[src/hw/rtl/efsa_pkg.sv]
// Package with shared types and constants for the edge force scatter-accumulate block.
`timescale 1ns / 1ps
package efsa_pkg;
  localparam logic CMD_EDGE = 1'b0;
  localparam logic CMD_READ = 1'b1;
  localparam int   NODE_W   = 10;
  localparam int   VAL_W    = 32;

  typedef logic signed [VAL_W-1:0] q_t;
  typedef logic signed [49:0]      wide_t;

  typedef struct packed {
    q_t fx;
    q_t fy;
    q_t fz;
  } force_t;

  function automatic q_t sat32(input logic signed [51:0] x);
    if (x > 52'sd2147483647) begin
      sat32 = 32'sh7fffffff;
    end else if (x < -52'sd2147483648) begin
      sat32 = 32'sh80000000;
    end else begin
      sat32 = x[31:0];
    end
  endfunction
endpackage

[src/hw/rtl/efsa_div3.sv]
// Pipelined signed divide by three with truncation toward zero and saturation to 32 bits.
`timescale 1ns / 1ps
module efsa_div3 (
  input  logic                 clk,
  input  logic                 rst_n,
  input  logic                 start,
  input  logic signed [49:0]   dividend,
  output logic                 done,
  output efsa_pkg::q_t         quotient
);
  import efsa_pkg::*;

  localparam logic [17:0] RCP_HI = 18'd174763;
  localparam logic [18:0] RCP_LO = 19'd349526;

  logic        va_r, vb_r, done_r;
  logic        neg_a_r, big_a_r;
  logic [32:0] mag_a_r;
  logic        neg_b_r, big_b_r;
  logic [15:0] qh_b_r;
  logic [1:0]  rh_b_r;
  logic [15:0] lo_b_r;
  q_t          quo_r;
  logic [49:0] mag;
  logic [34:0] hi_prod;
  logic [15:0] qh;
  logic [16:0] qh3;
  logic [1:0]  rh;
  logic [17:0] lo_num;
  logic [36:0] lo_prod;
  logic [15:0] ql;
  logic [31:0] qmag;
  logic signed [51:0] sq;

  assign mag = dividend[49] ? 50'(-dividend) : dividend;

  assign hi_prod = mag_a_r[32:16] * RCP_HI;
  assign qh      = 16'(hi_prod >> 19);
  assign qh3     = 17'(qh) * 17'd3;
  assign rh      = 2'(mag_a_r[32:16] - qh3);

  assign lo_num  = {rh_b_r, lo_b_r};
  assign lo_prod = lo_num * RCP_LO;
  assign ql      = 16'(lo_prod >> 20);
  assign qmag    = {qh_b_r, ql};
  assign sq = neg_b_r ? -$signed({20'd0, qmag}) : $signed({20'd0, qmag});

  always_ff @(posedge clk) begin
    if (start) begin
      neg_a_r <= dividend[49];
      big_a_r <= |mag[49:33];
      mag_a_r <= mag[32:0];
    end
    if (va_r) begin
      neg_b_r <= neg_a_r;
      big_b_r <= big_a_r;
      qh_b_r  <= qh;
      rh_b_r  <= rh;
      lo_b_r  <= mag_a_r[15:0];
    end
    if (vb_r) begin
      if (big_b_r) begin
        quo_r <= neg_b_r ? 32'sh80000000 : 32'sh7fffffff;
      end else begin
        quo_r <= sat32(sq);
      end
    end
    if (!rst_n) begin
      va_r   <= 1'b0;
      vb_r   <= 1'b0;
      done_r <= 1'b0;
    end else begin
      va_r   <= start;
      vb_r   <= va_r;
      done_r <= vb_r;
    end
  end

  assign done = done_r;
  assign quotient = quo_r;
endmodule

[config.mk]
export PLATFORM = sky130hd
export DESIGN_NAME = efsa_div3
export DESIGN_NICKNAME = d
export VERILOG_FILES = /design/src/hw/rtl/efsa_pkg.sv /design/src/hw/rtl/efsa_div3.sv
export SDC_FILE = /design/constraint.sdc
export NUM_CORES = 1
export LEC_CHECK = 0
export BUFFER_PORTS_ARGS = -buffer_cell sky130_fd_sc_hd__buf_4
export CORE_ASPECT_RATIO = 1.4
export CORE_MARGIN = 5
export CORE_UTILIZATION = 55
export CTS_CLUSTER_DIAMETER = 100
export DETAILED_ROUTE_END_ITERATION = 10
export GPL_TIMING_DRIVEN = 1
export PLACE_DENSITY = 0.83
export SLEW_MARGIN = 20
export SYNTH_ARGS = -nofsm -noshare
export SYNTH_HDL_FRONTEND = slang
export SYNTH_SLANG_ARGS = --single-unit
export TNS_END_PERCENT = 30
[constraint.sdc]
create_clock -name clk -period 15.8 [get_ports clk]
set_clock_uncertainty 0.15 [all_clocks]
set_input_delay 4.74 -clock clk [delete_from_list [all_inputs] [get_ports clk]]
set_output_delay 4.74 -clock clk [all_outputs]
set_load 0.01 [all_outputs]
Yosys cells after proc, flatten, opt, wreduce, memory -nomap -nowiden:

Cells that the tools add are included.

* add/subtract/negate cells: 3
* multipliers: 3
* order comparisons: 2
* mux-type cells: 6
* reductions and logical operators: 1

Operators with widths (count)
* $mux W32: 4
* $gt A52 B32 Y1 const B: 1
* $lt A52 B32 Y1 const B: 1
* $mux W52: 1
* $neg A32 Y52: 1
* $mux W50: 1
* $neg A50 Y50: 1
* $mul A17 B18 Y35 const B: 1
* $mul A18 B18 Y35 const B: 1
* $reduce_or A17 Y1: 1
* $mul A16 B2 Y2 const B: 1
* $sub A2 B2 Y2: 1

* bits in registers: 106
* input bits: 53
* output and inout port bits: 33

Depth between registers and ports, before layout:

* word-level depth: 7
* mapped depth: 27
* gate-level depth less buffers: 24

Worst setup path before layout:

Ideal clock, no wire load.

* kind: input to register
* start point: in dividend[18]
* end point: reg big_a_r, data pin
* arrival time: 7.807 ns
* data required time: 15.378 ns
* path slack: 7.571 ns
* stages: 10
* buffers on the path: 0
* path through: or4_4 nor4_2 or3b_4 nor4_4 nand2_1 or4_1 o31a_1 o32ai_1 nand3_1 or4_1

* cells in the longest elaborated chain, start to end: 3

RTL lines
* start: declaration: RTL line efsa_div3.sv:7 `input logic signed [49:0] dividend,`
* $neg A50 Y50: RTL line efsa_div3.sv:35 `assign mag = dividend[49] ? 50'(-dividend) : dividend;`
* $mux W50: RTL line efsa_div3.sv:35
* $reduce_or A17 Y1: RTL line efsa_div3.sv:51 `big_a_r <= |mag[49:33];`
* end signal: assignment: RTL line efsa_div3.sv:51
* end: declaration: RTL line efsa_div3.sv:17 `logic neg_a_r, big_a_r;`

No other way between the ends.
A chain may end at the register's enable or synchronous reset.

Worst setup path after layout:

* start point: reg lo_b_r[5]
* end point: reg quo_r[17], in the netlist quotient[17], data pin

* cells in the longest elaborated chain, start to end: 7
* elaborated cells between the ends (all ways): 8
* classes of those cells: add/sub: 1; mul: 1; order compare: 2; mux: 4

RTL lines
* start: declaration: RTL line efsa_div3.sv:22 `logic [15:0] lo_b_r;`
* start signal: assignment: RTL line efsa_div3.sv:59 `lo_b_r <= mag_a_r[15:0];`
* $mul A18 B18 Y35 (*): RTL line efsa_div3.sv:43 `assign lo_prod = lo_num * RCP_LO;`
* $neg A32 Y52: RTL line efsa_div3.sv:46 `assign sq = neg_b_r ? -$signed({20'd0, qmag}) : $signed({20'd0, qmag});`
* $mux W52 (*): RTL line efsa_div3.sv:46
* $lt A52 B32 Y1: RTL line efsa_pkg.sv:21 `end else if (x < -52'sd2147483648) begin`
* $mux W32: RTL line efsa_pkg.sv:21
* $mux W32 (*): RTL line efsa_pkg.sv:19 `if (x > 52'sd2147483647) begin`
* $mux W32 (*): RTL line efsa_div3.sv:62 `if (big_b_r) begin`
* end signal: assignment: RTL line efsa_div3.sv:63 `quo_r <= neg_b_r ? 32'sh80000000 : 32'sh7fffffff;`
* end signal: assignment: RTL line efsa_div3.sv:65 `quo_r <= sat32(sq);`
* end: declaration: RTL line efsa_div3.sv:23 `q_t quo_r;`

Every way passes the cells marked *; elsewhere a longest branch is shown, timed or not.

==> impl_metrics.ini <==
[run_status]
outcome = finished clean

[synth]
yosys-top-cells-area = fa_1 24%, ha_1 22%, edfxtp_1 19%, inv_1 8.6%, xnor2_1 3.0%
synth-simple-area-share = 0.09367
synth_seq_area_share = 0.1970
syn-instance-count = 1614
synth-edff-count = 103
netlist_area_um2 = 16000
yosysTopAreaCell = fa_1
synth_compound_area_frac = 0.1167
synth-seq-cells = 106
synthDistinctLibCells = 82
synthXorXnorAreaFrac = 0.03933
synth_fp_nets = 2134
synth-warning-count = 0
synth_top_family_by_area = adder cells
synthAdderAreaFrac = 0.4543
async_flop_share = 0
synthMuxAreaShare = 0.005786
yosys_most_used_dff = edfxtp_1
syn_area_per_cell_um2 = 9.914
synth_top_area_share = 0.2377

[floorplan]
die_h_um = 211.8
die_x_um = 154.2
initial_core_util = 0.5522
die_area_um2 = 32650
coreArea_um2 = 28980
num_rows = 74
pin_count = 86

[clock_network]
cts_made_buffers = 9
clockBufferDepth = 2
cts_setup_buffers = 0
clk_latency_ns = 0.37
clkTransAtPathRegs_ns = 0.07
holdBufCountCts = 0
cts.repair.resized = 0
htree_num_levels = 3
root_buffer = clkbuf_16
cts_tree = built
cts.sinks = 106

[detailed_routing]
wl_per_cell_um = 17.29
drt-total-wl_um = 35840
num_vias = 11790
drt_pass1_iterations = 5
viasPerCell = 5.686
drt-initial-drc-count = 498
drc = 0
ant_nets = 0

[sta]
timing.fmax_mhz = 118.1
finalSetupViolCount = 0
fin_tns_setup_ns = 0
worstMarginPinSlew_ns = 0.9653
min_period_ns = 8.467
final_max_slew_viol_count = 0
post-route-period-util = 0.5359
hold_violations = 0
grt_setup_unrepaired = false
maxSlewHeadroom = 0.3515

[worst_setup_path]
cp.required_ns = 15.77
crit_arrival_ns = 8.44
crit_type = flop to flop
crit_path_end_kind = flop
worstPathMaxFanout = 16
critPathLaunchType = flop

[min_path]
hold_path.class = flop to flop

[global_routing]
grt.total_usage = 0.2267
gr-total-overflow = 0
antenna_found_initial = 0
grt_pass1_wl_um = 59960
grt_pass1_vias = 12870
grt_max_degree = 51

[layout]
final_common_cell = inv_1
drive_gt1_frac = 0.07797
final_cell_mix = 368 x inv_1, 277 x ha_1, 190 x fa_1, 103 x edfxtp_1, 88 x buf_4
design_area_um2 = 17310
final_cells = 2073
diodes = 0
area_growth_pct = 8.155
fin_nets = 2208

[place]
hpwl_um = 30660
place_inst = 2057
portBuffers = 85
place_area_um2 = 17030
finalWeightedCongestion = 0.9681

[run]
max-cap-violations = 0
metal layers:
layer	share of wire	GRT usage	wire length, um
met5	0	0	0
met2	0.54	0.4308	19430
met3	0.034	0.03108	1227
met1	0.37	0.2422	13240
met4	0.054	0.1170	1943
cells in the mapped netlist, drive strengths merged (7+ instances only):
cell type and instances:
inv 368, mux2i 7, a211oi 9, and3 14, and2 7, nor2 79
a31oi 17, nand2 70, buf 8, fa 190, o31ai 15, nor4 14
o21a 9, edfxtp 103, xnor2 54, o21ai 56, ha 277, o41ai 8
nor3 26, a21oi 66, o211ai 13, a21o 18, xor2 17, or4 11
clkbuf 17, nand3 33
logic make-up (layout without fill, tap and decap cells):
logic type	count (synthesis)	count (layout)
muxes	9	9
adders and majority gates	467	467
xor gates and xnor gates	71	71
and+or+nand+nor	293	293
buffers and inverters	393	472
AOI/OAI and AO/OA	275	275
DFF	106	106
per-stage QoR:
stage / hold WS, ns / setup WS, ns / utilization
final: 0.2682 / 7.333 / 0.5972
after global routing: 0.2733 / 6.899 / 0.5972
after CTS: 0.2685 / 7.429 / 0.5972
after detailed placement: 0.2545 / 7.082 / 0.5876
after global placement: 0.2510 / 7.131 / 0.5876
after floorplan: 0.2503 / 7.571 / -
worst max-delay path, cell delays in order, from the launching register on:
cell and delay [ns]:
edfxtp_1 0.53, ha_1 0.39, fa_1 0.50, inv_1 0.08, fa_1 0.52, inv_1 0.06
fa_1 0.53, inv_1 0.05, fa_1 0.51, fa_1 0.55, inv_1 0.04, ha_1 0.41
nand3_1 0.20, o211ai_1 0.15, a41o_1 0.30, a211o_1 0.32, o21ai_0 0.23, xor2_1 0.40
o211ai_1 0.45, o31ai_1 0.49, nand3_1 0.58, a31o_2 0.44, a221o_1 0.33
worst paths after layout:
kind	slack (ns)	cells after the start	startpoint	end
worst max-delay path	7.33	22	lo_b_r[5]	quotient[17]
worst min-delay path	0.27	0	mag_a_r[10]	lo_b_r[10]
worst max register to register	7.33	22	lo_b_r[5]	quotient[17]
worst min register to register	0.27	0	mag_a_r[10]	lo_b_r[10]
registers in the layout (all words and copies together) (netlist names):
register	flops
big_a_r	1
big_b_r	1
done	1
lo_b_r	16
mag_a_r	33
neg_a_r	1
neg_b_r	1
qh_b_r	16
quotient	32
rh_b_r	2
va_r	1
vb_r	1
area by class of cell:
| class | instances | area, um^2 |
|---|---|---|
| Clock buffer | 9 | 225.2 |
| Clock inverter | 7 | 52.55 |
| Fill cell | 2386 | 11670 |
| Inverter | 368 | 1381 |
| Multi-Input combinational cell | 1115 | 11360 |
| Sequential cell | 106 | 3153 |
| Tap cell | 380 | 475.5 |
| Timing Repair Buffer | 88 | 660.6 |
Power is not shown: default switching activity piles up to over one toggle a cycle in this logic, so the estimate is an artifact.
